<file path="src/design/peer_statistics_counter_bank_defines.svh">
// ----------------------------------------------------------------------------
// Peer statistics counter bank: assertion macros
// Shared assertion shorthands, clocked on aclk and disabled while in reset.
// ----------------------------------------------------------------------------
`ifndef PEER_STATISTICS_COUNTER_BANK_DEFINES_SVH
`define PEER_STATISTICS_COUNTER_BANK_DEFINES_SVH

// Consequent must hold in the same cycle as the antecedent.
`define PSC_ASSERT_SAME(label, ante, cons, msg) \
    label: assert property (@(posedge aclk) disable iff (!aresetn) (ante) |-> (cons)) \
        else $error(msg);

// Consequent must hold in the cycle after the antecedent.
`define PSC_ASSERT_NEXT(label, ante, cons, msg) \
    label: assert property (@(posedge aclk) disable iff (!aresetn) (ante) |=> (cons)) \
        else $error(msg);

`endif

</file>
<file path="src/design/psc_pkg.sv">
// ----------------------------------------------------------------------------
// Peer statistics counter bank package
// Status codes, command and result types shared by the front and back ends.
// ----------------------------------------------------------------------------
package psc_pkg;

    // Result status codes.
    localparam logic [1:0] ST_OK       = 2'd0;
    localparam logic [1:0] ST_BAD_KIND = 2'd1;
    localparam logic [1:0] ST_FULL     = 2'd2;

    // Widest fields the parameter ranges can call for.
    localparam int MAX_SLOT_W  = 8;   // up to 256 peer slots
    localparam int MAX_CNT_W   = 9;   // peer count up to 256
    localparam int MAX_PADDR_W = 12;  // up to 256 x 16 peer counters
    localparam int KIND_W      = 7;
    localparam int VALUE_W     = 32;

    // Work the back end has to do for one word.
    typedef enum logic [1:0] {
        ACT_NONE,
        ACT_GLOBAL,
        ACT_PEER
    } action_t;

    // Classified word passed from the front end to the back end.
    typedef struct packed {
        action_t                  action;
        logic                     clear;    // newly learned slot, sweep its counters
        logic                     kind_ok;
        logic [1:0]               status;
        logic [KIND_W-1:0]        gkind;
        logic [MAX_PADDR_W-1:0]   paddr;
        logic [MAX_PADDR_W-1:0]   pbase;
        logic [MAX_SLOT_W-1:0]    slot;
        logic [MAX_CNT_W-1:0]     active;
        logic [VALUE_W-1:0]       value;
    } cmd_t;

    // One result word.
    typedef struct packed {
        logic [1:0]         status;
        logic [VALUE_W-1:0] counter_value;
        logic [3:0]         peer_slot;
        logic [4:0]         active_peers;
    } res_t;

endpackage

</file>
<file path="src/design/psc_queue.sv">
// ----------------------------------------------------------------------------
// Command queue
// Two-entry queue between the front end and the back end.
// ----------------------------------------------------------------------------
module psc_queue import psc_pkg::*; (
    input  logic aclk,
    input  logic aresetn,
    input  logic push,
    input  cmd_t push_cmd,
    output logic ready,
    input  logic pop,
    output logic valid,
    output cmd_t head
);

    cmd_t        entry_reg [2];
    logic        wptr_reg;
    logic        rptr_reg;
    logic [1:0]  fill_reg;
    logic        do_push;
    logic        do_pop;

    assign ready   = (fill_reg != 2'd2);
    assign valid   = (fill_reg != 2'd0);
    assign head    = entry_reg[rptr_reg];
    assign do_push = push && ready;
    assign do_pop  = pop && valid;

    // Pointers and fill level.
    always_ff @(posedge aclk) begin
        if (!aresetn) begin
            wptr_reg <= 1'b0;
            rptr_reg <= 1'b0;
            fill_reg <= 2'd0;
        end else begin
            if (do_push) begin
                wptr_reg <= !wptr_reg;
            end
            if (do_pop) begin
                rptr_reg <= !rptr_reg;
            end
            fill_reg <= fill_reg + 2'(do_push) - 2'(do_pop);
        end
    end

    // Entry storage.
    always_ff @(posedge aclk) begin
        if (do_push) begin
            entry_reg[wptr_reg] <= push_cmd;
        end
    end

endmodule

</file>
<file path="config.mk">
export PLATFORM = sky130hd
export DESIGN_NAME = psc_queue
export DESIGN_NICKNAME = d
export VERILOG_FILES = /design/src/design/peer_statistics_counter_bank_defines.svh /design/src/design/psc_pkg.sv /design/src/design/psc_queue.sv
export SDC_FILE = /design/constraint.sdc
export NUM_CORES = 1
export LEC_CHECK = 0
export CAP_MARGIN = 20
export CORE_MARGIN = 5
export CORE_UTILIZATION = 35
export CTS_CLUSTER_SIZE = 24
export DETAILED_ROUTE_END_ITERATION = 6
export DONT_BUFFER_PORTS = 1
export PLACE_DENSITY = 0.51
export SLEW_MARGIN = 20
export SYNTH_ARGS = -nofsm -noshare
export SYNTH_HDL_FRONTEND = slang
export SYNTH_SLANG_ARGS = --single-unit
</file>
<file path="constraint.sdc">
create_clock -name aclk -period 3.96 [get_ports aclk]
set_input_delay 0 -clock aclk [delete_from_list [all_inputs] [get_ports aclk]]
set_output_delay 0 -clock aclk [all_outputs]
set_load 0.01 [all_outputs]
</file>
Word level (Yosys, flattened, before mapping)
Memories as Yosys holds them, arrays and structs flattened. A register that Yosys moved wholly into a read port is not among the register bits.
Cells that the tools add are included.
W data, S select, Z words.

storage, ports and cells
  bits in registers = 4
  memories kept = 1
  bits in writable memories = 172
  output and inout port bits = 88
  logic and storage cells = 16

operators by class
  eq/ne operators = 1
  reduce and logical (&&, ||, !) cells = 5
  add/sub/neg operators = 2
  multiplexer cells = 4

memories
  memory     depth  width  rd ports  clocked after Yosys merged registers in  wr ports  line             source
  entry_reg  2      86     1         1                                        1         psc_queue.sv:16  cmd_t entry_reg [2];

operator list
  kind                  count
  $mux W1               4
  $add A2 B1 Y2         1
  $logic_and A1 B1 Y1   2
  $logic_not A1 Y1      2
  $ne A2 B2 Y1 const B  1
  $reduce_bool A2 Y1    1
  $sub A2 B1 Y2         1

Longest topological paths before layout
  depth in word-level cells = 4
  gate-level depth with buffers = 6
  mapped depth without buffers = 6

Least setup slack after synthesis
No wires, ideal clock.

  kind = register -> register
  from = register fill_reg[0]
  to = memory entry_reg[1][0] (netlist bit) (enable)
  arrival time = 2.683 ns
  cell stages (with the launch flop) = 3
  clock period less this slack = 3.138 ns
  required time = 3.506 ns
  library setup time = 0.454 ns
  buffers on the path = 0
  setup slack = 0.822 ns
  cells stage by stage = dfxtp_1 nand2b_1 and3_1

on the way
  longest elaborated chain between the ends = 4

RTL lines
  element                        line             source
  from (decl)                    psc_queue.sv:19  logic [1:0] fill_reg;
  from (signal assigned)         psc_queue.sv:42  fill_reg <= fill_reg + 2'(do_push) - 2'(do_pop);
  $ne A2 B2 Y1                   psc_queue.sv:23  assign ready = (fill_reg != 2'd2);
  net ready                      psc_queue.sv:10  output logic ready,
  $logic_and A1 B1 Y1            psc_queue.sv:26  assign do_push = push && ready;
  $mux W1                        psc_queue.sv:48  if (do_push) begin
  $mux W1 (not written as such)  psc_queue.sv:49  entry_reg[wptr_reg] <= push_cmd;
  to (decl)                      psc_queue.sv:16

The timed path passes the listed nets, and every way through them passes these cells.

Final worst setup path
  from = register fill_reg[0]
  to = memory entry_reg[0][84] (netlist bit) (enable)

The elaborated chain is that of the path after synthesis.

==> impl_metrics.ini <==
[worst_setup_path]
critPathLaunch = fill_reg[0]
crit_fanout = 73
r2r-start = fill_reg[0]
start_kind = flop
crit_type = reg2reg
worstPathArrival_ns = 2.39
crit_required_ns = 4.07
cp-end-kind = flop

[grt]
antenna_found_initial = 0
grt_usage_pct = 11.0
overflow = 0
grt_pass1_vias = 3233
grt_pass1_wl_um = 18300
grt_max_degree = 74

[sta]
relSlewSlack_pct = 33.5
fmax_mhz = 439
min_period_ns = 2.28
setup_viol_count_final = 0
worst_pin_slew_ns = 0.998
rsz0062_at_grt = no
worst_hold_slack_ns = 0.00784
drv_slew = 0
tns_ns = 0
fin_crit_sh_pct = 57.6
finalHoldViolCount = 0
fin_skew_ns = 0.0132

[die]
core_sq_um = 18800
top_level_ports = 178
dieHeight_um = 148
die_area_sq_um = 21900
num_rows = 50
floorplan.initialDensity_pct = 35.6
die_w_um = 148

[clock_network]
postCtsSetupBuffers = 0
clockBufferDepth = 2
insertion_delay_ns = 0.42
clk_pin_slew_ns = 0.06
cts-buffers-inserted = 17
cts_resized = 0
cts_hold_buf = 89
htree_levels = 4
cts-root-buf = clkbuf_16
cts_sinks = 177
cts_tree = yes

[hold_path]
hold_class = in2reg
min_from = pop

[yosys]
yosysTopAreaCell = edfxtp_1
synth_top_cell_area_share_pct = 77.3
syn_nets = 389
seq_area_frac_synth_pct = 78.8
yosysUniqueCellTypes = 27
synth_area_per_cell_sq_um = 22.4
ys_top_cells_by_area = edfxtp_1 77%, mux2_4 9.0%, mux2_2 7.8%
syn_area_sq_um = 6680
synth_warnings = 0
synthCells = 298
synth-seq-cells = 177

[job]
timing.max_cap.violations = 0

[route]
via_per_inst = 4.64
drtIter0Drc = 135
route.vias.total = 3006
first_pass_iters = 4
avgRoutedWirePerCell_um = 18.5
drt-total-wl_um = 12000
drc_errors = 0
ant_nets = 0

[power]
p_leak_uw = 0.00286
powerDensity_nw_per_um2 = 583
peakVddDrop_mv = 0.276

[placement]
dp.cells = 528
port_buffers = 0
finalWeightedCongestion = 0.655
dpl.hpwl_um = 7570

[finish]
layout_commonest_cell = edfxtp_1
drive_above_1_share_pct = 30.9
largest_reg_flops = 172
area_delta_synth_final_pct = 25.5
final_cell_mix = 172 x edfxtp_1, 89 x dlygate4sd3_1, 46 x mux2_2
stdcell_count = 648
nNetsFinal = 493
fillers = 1622
diodes = 0

[run_status]
status = finished clean
stage by stage:
step / cell area (sq um) / setup WS (ns) / utilization [%] / total power (uW)
after floorplan: 6680 / 0.822 / - / 3090
after global placement: 6900 / 1.70 / 36.8 / 3190
after detailed placement: 6900 / 1.64 / 36.8 / 3200
after CTS: 8380 / 1.61 / 44.7 / 4970
after global routing: 8380 / 1.48 / 44.7 / 5120
final: 8380 / 1.68 / 44.7 / 4880
synth_stat cells:
cell      instances
buf_2             4
a21oi_1           1
xor2_1            1
nand3b_1          1
and3_1            2
buf_8             1
buf_12            4
or2_2             1
edfxtp_1        172
o21ai_0           2
ha_1              1
a21bo_2           1
and2_1            1
mux2_4           40
nor3_2            1
buf_6             1
nor4bb_2          1
mux2_2           46
nand2b_1          1
nor2_1            4
inv_1             2
dfxtp_1           5
o31a_1            1
nor2b_1           1
nand3_1           1
nor4_1            1
o21ba_2           1
worst max-delay path, cell delays in order, from the launching register on:
cell and delay (ns):
dfxtp_1 0.41, nand2b_1 0.28, nand3b_1 0.19, inv_4 0.74
buf_4 0.32
per-layer routing:
layer  wire [um]  track usage (%)  vias to the layer above
li1            -                -                     1387
met1        5110             13.3                     1489
met2        5640             17.0                      121
met3        1060             5.21                        9
met4         150             4.43                        0
met5           0                0                        -
layout make-up:
class / count / area (sq um) / share of cell area, %
timing repair buffer: 95 / 936 / 11.2
clock buffer: 18 / 429 / 5.12
tap: 234 / 293 / 3.49
multi-input combinational: 109 / 1290 / 15.3
clock inverter: 13 / 160 / 1.91
sequential: 177 / 5270 / 62.9
inverter: 2 / 10.0 / 0.119
cells by family (layout without fill, tap and decap cells):
group | Yosys count | in the layout | synth area share, %
buffers and inverters | 12 | 128 | 2.00
adders and majority gates | 1 | 1 | 0.187
AOI/OAI and AO/OA | 6 | 6 | 0.656
muxes | 86 | 86 | 16.7
xor gates and xnor gates | 1 | 1 | 0.131
DFF | 177 | 177 | 78.8
and+or+nand+nor | 15 | 15 | 1.46
final timing paths:
check	cells past startpoint	endpoint	slack, ns
worst min register to register	2	rptr_reg	0.51
worst min-delay path	4	fill_reg[0]	0.008
worst max register to register	4	entry_reg[0][84]	1.68
worst max-delay path	4	entry_reg[0][84]	1.68
report_power, final:
group / internal [uW] / leakage (uW) / total [uW] / switching [uW]
Combinational: 406 / 0.000928 / 812 / 406
Sequential: 2280 / 0.00165 / 2400 / 125
Clock: 990 / 0.000278 / 1670 / 681
Note: power is estimated with default switching activity, not from simulation.
