$ cat src/design/peer_statistics_counter_bank_defines.svh
// ----------------------------------------------------------------------------
// Peer statistics counter bank: assertion macros
// Shared assertion shorthands, clocked on aclk and disabled while in reset.
// ----------------------------------------------------------------------------
`ifndef PEER_STATISTICS_COUNTER_BANK_DEFINES_SVH
`define PEER_STATISTICS_COUNTER_BANK_DEFINES_SVH

// Consequent must hold in the same cycle as the antecedent.
`define PSC_ASSERT_SAME(label, ante, cons, msg) \
    label: assert property (@(posedge aclk) disable iff (!aresetn) (ante) |-> (cons)) \
        else $error(msg);

// Consequent must hold in the cycle after the antecedent.
`define PSC_ASSERT_NEXT(label, ante, cons, msg) \
    label: assert property (@(posedge aclk) disable iff (!aresetn) (ante) |=> (cons)) \
        else $error(msg);

`endif

$ cat src/design/psc_pkg.sv
// ----------------------------------------------------------------------------
// Peer statistics counter bank package
// Status codes, command and result types shared by the front and back ends.
// ----------------------------------------------------------------------------
package psc_pkg;

    // Result status codes.
    localparam logic [1:0] ST_OK       = 2'd0;
    localparam logic [1:0] ST_BAD_KIND = 2'd1;
    localparam logic [1:0] ST_FULL     = 2'd2;

    // Widest fields the parameter ranges can call for.
    localparam int MAX_SLOT_W  = 8;   // up to 256 peer slots
    localparam int MAX_CNT_W   = 9;   // peer count up to 256
    localparam int MAX_PADDR_W = 12;  // up to 256 x 16 peer counters
    localparam int KIND_W      = 7;
    localparam int VALUE_W     = 32;

    // Work the back end has to do for one word.
    typedef enum logic [1:0] {
        ACT_NONE,
        ACT_GLOBAL,
        ACT_PEER
    } action_t;

    // Classified word passed from the front end to the back end.
    typedef struct packed {
        action_t                  action;
        logic                     clear;    // newly learned slot, sweep its counters
        logic                     kind_ok;
        logic [1:0]               status;
        logic [KIND_W-1:0]        gkind;
        logic [MAX_PADDR_W-1:0]   paddr;
        logic [MAX_PADDR_W-1:0]   pbase;
        logic [MAX_SLOT_W-1:0]    slot;
        logic [MAX_CNT_W-1:0]     active;
        logic [VALUE_W-1:0]       value;
    } cmd_t;

    // One result word.
    typedef struct packed {
        logic [1:0]         status;
        logic [VALUE_W-1:0] counter_value;
        logic [3:0]         peer_slot;
        logic [4:0]         active_peers;
    } res_t;

endpackage

$ cat src/design/psc_front.sv
// ----------------------------------------------------------------------------
// Peer statistics front end
// Looks up the peer table, learns new peers and classifies each word.
// ----------------------------------------------------------------------------
module psc_front import psc_pkg::*; #(
    parameter int PEER_SLOTS   = 16,
    parameter int GLOBAL_KINDS = 77,
    parameter int PEER_KINDS   = 14,
    localparam int SLOT_W = (PEER_SLOTS > 1) ? $clog2(PEER_SLOTS) : 1,
    localparam int CNT_W  = $clog2(PEER_SLOTS + 1)
) (
    input  logic               aclk,
    input  logic               aresetn,
    input  logic               accept,
    input  logic               opcode,
    input  logic [15:0]        peer_id,
    input  logic [KIND_W-1:0]  stat_kind,
    input  logic signed [31:0] add_value,
    output cmd_t               cmd,
    output logic [CNT_W-1:0]   active_cnt
);

    logic [15:0]          ids_reg [PEER_SLOTS];
    logic [CNT_W-1:0]     count_reg;
    logic [CNT_W-1:0]     count_next;
    logic                 hit_any;
    logic [SLOT_W-1:0]    slot_hit;
    logic [SLOT_W-1:0]    slot_sel;
    logic                 full;
    logic                 new_slot;
    logic                 gkind_ok;
    logic                 pkind_ok;
    logic [MAX_PADDR_W-1:0] slot_wide;
    logic [MAX_PADDR_W-1:0] pbase;

    // Parallel match against the slots in use; ids in use are unique.
    always_comb begin
        hit_any  = 1'b0;
        slot_hit = '0;
        for (int i = 0; i < PEER_SLOTS; i++) begin
            if ((CNT_W'(i) < count_reg) && (ids_reg[i] == peer_id)) begin
                hit_any  = 1'b1;
                slot_hit = slot_hit | SLOT_W'(i);
            end
        end
    end

    // Slot choice, table state and kind checks.
    assign full     = (count_reg == CNT_W'(PEER_SLOTS));
    assign new_slot = opcode && !hit_any && !full;
    assign slot_sel = hit_any ? slot_hit : count_reg[SLOT_W-1:0];
    assign gkind_ok = ({1'b0, stat_kind} < (KIND_W + 1)'(GLOBAL_KINDS));
    assign pkind_ok = ({1'b0, stat_kind} < (KIND_W + 1)'(PEER_KINDS));
    assign count_next = count_reg + CNT_W'(new_slot);

    // Counter addresses of the chosen slot.
    assign slot_wide = MAX_PADDR_W'(slot_sel);
    assign pbase     = MAX_PADDR_W'(slot_wide * MAX_PADDR_W'(PEER_KINDS));

    // Build the command word.
    always_comb begin
        cmd         = '0;
        cmd.gkind   = stat_kind;
        cmd.value   = add_value;
        cmd.pbase   = pbase;
        cmd.paddr   = pbase + MAX_PADDR_W'(stat_kind);
        cmd.active  = MAX_CNT_W'(count_next);
        if (!opcode) begin
            cmd.kind_ok = gkind_ok;
            cmd.action  = gkind_ok ? ACT_GLOBAL : ACT_NONE;
            cmd.status  = gkind_ok ? ST_OK : ST_BAD_KIND;
        end else if (!hit_any && full) begin
            cmd.action = ACT_NONE;
            cmd.status = ST_FULL;
        end else begin
            cmd.kind_ok = pkind_ok;
            cmd.clear   = new_slot;
            cmd.action  = (new_slot || pkind_ok) ? ACT_PEER : ACT_NONE;
            cmd.status  = pkind_ok ? ST_OK : ST_BAD_KIND;
            cmd.slot    = MAX_SLOT_W'(slot_sel);
        end
    end

    // Learn a new peer when the word is accepted.
    always_ff @(posedge aclk) begin
        if (!aresetn) begin
            count_reg <= '0;
        end else if (accept && new_slot) begin
            count_reg <= count_next;
        end
    end

    always_ff @(posedge aclk) begin
        if (accept && new_slot) begin
            ids_reg[count_reg[SLOT_W-1:0]] <= peer_id;
        end
    end

    assign active_cnt = count_reg;

endmodule

$ cat config.mk
export PLATFORM = sky130hd
export DESIGN_NAME = psc_front
export DESIGN_NICKNAME = d
export VERILOG_FILES = /design/src/design/peer_statistics_counter_bank_defines.svh /design/src/design/psc_pkg.sv /design/src/design/psc_front.sv
export SDC_FILE = /design/constraint.sdc
export NUM_CORES = 1
export LEC_CHECK = 0
export BUFFER_PORTS_ARGS = -buffer_cell sky130_fd_sc_hd__buf_2
export CORE_ASPECT_RATIO = 1.1
export CORE_MARGIN = 2
export CORE_UTILIZATION = 45
export CTS_BUF_LIST = sky130_fd_sc_hd__clkbuf_4
export CTS_CLUSTER_DIAMETER = 120
export DETAILED_ROUTE_END_ITERATION = 8
export SLEW_MARGIN = 20
export SYNTH_ARGS = -nofsm -noshare
export SYNTH_HDL_FRONTEND = slang
export SYNTH_SLANG_ARGS = --single-unit
$ cat constraint.sdc
create_clock -name aclk -period 11.3 [get_ports aclk]
set_input_delay 2.26 -clock aclk [delete_from_list [all_inputs] [get_ports aclk]]
set_output_delay 2.26 -clock aclk [all_outputs]
set_load 0.05 [all_outputs]
Word-level counts from Yosys, hierarchy flattened
Memories as Yosys holds them, arrays and structs flattened. Index checks and enable logic that the tools add are counted.

Bits of input ports: 59. Memories: 1. Logic and storage cells: 109. Output and inout bits: 91. Flip-flop bits (word level): 5. Bits in writable memories: 256.

Memory list: ids_reg (depth 16, bits a word 16, rd ports 16, clocked after Yosys merged registers in 0, wr ports 1, RTL line psc_front.sv:23) `logic [15:0] ids_reg [PEER_SLOTS];`.

$add $sub $neg: 2. Muxes and demuxes: 46. Multipliers: 1. Reductions and logical operators: 23. Eq/ne operators: 17. Order comparisons: 18.

Operator list (number): == test 16 bit (16); two-way mux 4 bit (11); < comparator 4 x 5 -> 1 bit, first input constant (8); two-way mux 1 bit (23); logical AND 1 bit (20); < comparator 3 x 5 -> 1 bit, first input constant (4); two-way mux 3 bit (5); two-way mux 2 bit (7); < comparator 1 x 5 -> 1 bit, first input constant (2); < comparator 2 x 5 -> 1 bit, first input constant (2); adder 8 x 7 -> 9 bit (1); < comparator 7 x 4 -> 1 bit, second input constant (1); < comparator 7 bit, second input constant (1); multiplier 4 x 3 -> 7 bit, second input constant (1); adder 5 x 1 -> 5 bit (1); == test 5 bit, second input constant (1); logical NOT 1 bit (2); logical OR 1 bit (1).

Logic depth before layout (Yosys ltp)
An unclocked memory read counts as a cell.

Depth after elaboration: 26. Depth in mapped cells: 20. Mapped depth without buffers: 18.

Worst setup path after synthesis
OpenSTA, ideal clock, no wires.

Kind: input port to output port. From: input peer_id[5]. To: output cmd[68] (netlist name). Required time: 9040 ps. Buffers on the path: 2. Arrival: 7643 ps. Path slack: 1397 ps. Cell stages on the path: 18. Cells stage by stage: buf_4 -> buf_6 -> xnor2_1 -> nand4_1 -> a21oi_1 -> a22o_1 -> or2_2 -> nor4_4 -> a21o_1 -> fa_1 -> ha_1 -> fa_1 -> xnor2_1 -> ha_1 -> inv_1 -> o21bai_1 -> a21oi_1 -> xnor2_1.

RTL lines: start, declared (RTL line psc_front.sv:16) `input logic [15:0] peer_id,`; end, declared (RTL line psc_front.sv:19) `output cmd_t cmd,`.

==> key figures <==
Run status
  – Status: complete, no violations

Setup path
  – Worst setup path start: peer_id[1]
  – Startpoint Class: input pin
  – WS Path Type: input pin to primary output
  – R2R depth: 7
  – RR Endpoint: ids_reg[8][10]
  – Reg-to-Reg Start: active_cnt[4]
  – Worst path required time: 9.04 ns
  – Worst reg-to-reg setup slack: 7.41 ns
  – Critical path fanouts, max: 32
  – Critical path endpoint category: primary output
  – Data arrival, critical path: 7.48 ns

Cells and area
  – Final nets: 1059
  – Fill cell count: 2482
  – Synthesis-to-finish area growth: 8.548%
  – Commonest cells after routing, fill and taps aside: edfxtp_1, xor2_1, clkbuf_4, xnor2_1, buf_2
  – Share of cells above drive strength 1: 20.02%
  – Max FFs per register: 256
  – Leading cell type in the layout, fill and taps excluded: edfxtp_1

Timing
  – Skew final: 0.04168 ns
  – Final setup fails: 0
  – Hold WS: 0.6997 ns
  – Setup WS post-layout: 1.563 ns
  – Final setup TNS: 0 ns
  – Final min period: 9.737 ns
  – Fmax: 102.7 MHz
  – Least-Margin Pin Slew: 0.9830 ns
  – Rel. slew slack: 34.47%
  – RSZ-0062 raised after global routing: no
  – Tcrit/Tclk final: 86.16%
  – Slew Limit Fails: 0
  – Hold Violations, Final: 0

Pwr
  – Clock power share: 39.1%
  – Internal: 1.532 mW
  – Switching pwr: 482.4 uW
  – Leak: 4.848 nW
  – Worst vdd ir: 0.07637 mV
  – Power Density: 147.1 mW/mm2
  – Switching portion of total power: 23.94%
  – Gate power share: 7.8%
  – Seq pwr share: 53.1%

Synthesis
  – Syn. warnings: 0
  – Avg Inst Size Synth: 14.02 um2
  – EDFF count, synth: 256
  – Asr flop ratio synth: 0%
  – Sequential area share after synthesis: 61.72%
  – Cell variety after synth: 55
  – Dominant synthesized flop cell: edfxtp_1
  – Yosys reg bits: 261
  – Synthesized cell area: 0.01262 mm2
  – Synth Instances: 900

Routing
  – DRC: 0
  – Final WL: 27410 um
  – Routed wire length per instance: 19.82 um
  – Via density: 5.129
  – Pre-antenna DRT Iters: 4
  – Routed vias: 7094
  – Routed Antenna Nets: 0
  – First DRT Iteration DRCs: 469

Floorplanning
  – # IOs: 150
  – Die height: 179.6 um
  – Width of the die: 163.7 um
  – Full die area: 0.02940 mm2
  – Core ar.: 0.02771 mm2
  – Num rows: 64
  – Initial core utilization: 45.54%

Clock tree
  – # Post-CTS Setup Buffers: 0
  – H-tree levels: 3
  – CTS max path bufs: 3
  – CTS tree: yes
  – Total CTS buffers: 69
  – Post-cts sizing count: 0
  – Root Driver: clkbuf_4
  – Sink Count: 261
  – Clk_lat worst skew: 0.67 ns
  – Cts hold-fix bufs: 0
  – Clock transition at the registers of the reported paths: 0.06 ns

Worst hold path
  – HP Class: register to register
  – Worst Hold Launch: active_cnt[1]
  – Worst Hold Endpoint: active_cnt[1]
  – Hold path cells: 3

Global route
  – Initial antenna violation count: 1
  – Busiest grt layer: met2
  – Met2 usage: 30.66%
  – Vias in the first global route: 7323
  – Met1 usage: 25.47%
  – Tot GR Track Use: 19.08%
  – Largest net degree at the start of global routing: 33
  – Routing usage on met3: 4.292%
  – Grt total ovfl: 0
  – First-pass GRT wire length: 42390 um

Placed design
  – GP Congestion: 0.8030
  – Post-DP HPWL: 16480 um
  – Port Buf Inserts: 69
  – Dpl ws: 1.520 ns

Flow run
  – MaxCap Viol Count: 0
## area by class of cell
type	count	area, um2	share of cell area [%]
Tap cell	363	454.2	3.316
Timing Repair Buffer	91	510.5	3.727
Clock inverter	10	63.81	0.4659
Antenna cell	1	2.502	0.01827
Sequential cell	261	7787	56.86
Inverter	11	41.29	0.3015
Multi-Input combinational cell	546	4085	29.83
Clock buffer	100	750.7	5.481
## through the flow
stage	cells	cell area (um2)	total power [mW]	util (%)
global placement	1272	12880	1.250	46.48
finish	1383	13700	2.015	49.43
global route	1383	13700	2.103	49.43
CTS	1382	13690	2.043	49.42
floorplan	915	12670	1.245	-
detailed placement	1272	12880	1.251	46.48
## critical path: stages
cell and delay, ns:
buf_2 0.73, xor2_1 0.15, nor4_1 0.64, nand3_1 0.20, o22ai_1 0.35, nor4_4 0.13
a21oi_1 0.36, inv_1 0.18, fa_1 0.49, ha_1 0.24, fa_1 0.46, ha_1 0.32
inv_1 0.08, nor2_1 0.05, nor2_1 0.15, o21bai_1 0.08, a21oi_1 0.18, xnor2_1 0.13
buf_2 0.27
## layer usage
layer / wire [um] / vias up / share of wire, %
met5: 0 / - / 0
met4: 605 / 0 / 2.2
met3: 1525 / 66 / 5.6
met2: 13090 / 212 / 48
met1: 12200 / 3479 / 44
li1: - / 3337 / -
## power by group through the flow
stage          Clock, mW  Combinational [mW]  Sequential, mW
2_1_floorplan          0               0.155            1.09
3_3_place_gp           0               0.160            1.09
3_5_place_dp           0               0.161            1.09
4_1_cts            0.813               0.161            1.07
5_1_grt            0.862               0.172            1.07
6_report           0.788               0.158            1.07
## cells in the mapped netlist, drive strengths merged, types with 13 or more instances
library cell	n	share of area, %
xnor2	87	6.0
xor2	179	12
nor4	43	2.3
nand2	24	0.71
buf	94	6.0
ha	15	1.5
a21oi	13	0.52
nand4	24	1.2
nor2	40	1.2
edfxtp	256	61
nor3	14	0.56
nand3	20	0.79
## cell families after synthesis
group	after synthesis	share of synthesized area (%)
other	1	0.02972
XOR/XNOR	266	18.46
flip-flops	261	61.72
AO/OA/AOI/OAI	47	2.410
adder cells (fa/ha/maj)	20	2.281
buffers and inverters	108	6.406
multiplexers	2	0.1983
AND/OR/NAND/NOR	195	8.489
## worst max path at each step
stage / depth (start not counted) / to / slack [ns]
final: 19 / cmd[68] / 1.56
after global routing: 20 / cmd[68] / 1.15
after CTS: 19 / cmd[68] / 1.51
after detailed placement: 19 / cmd[68] / 1.52
after global placement: 19 / cmd[68] / 1.64
after floorplan: 18 / cmd[68] / 1.40
Note: power is estimated with default switching activity, not from simulation.
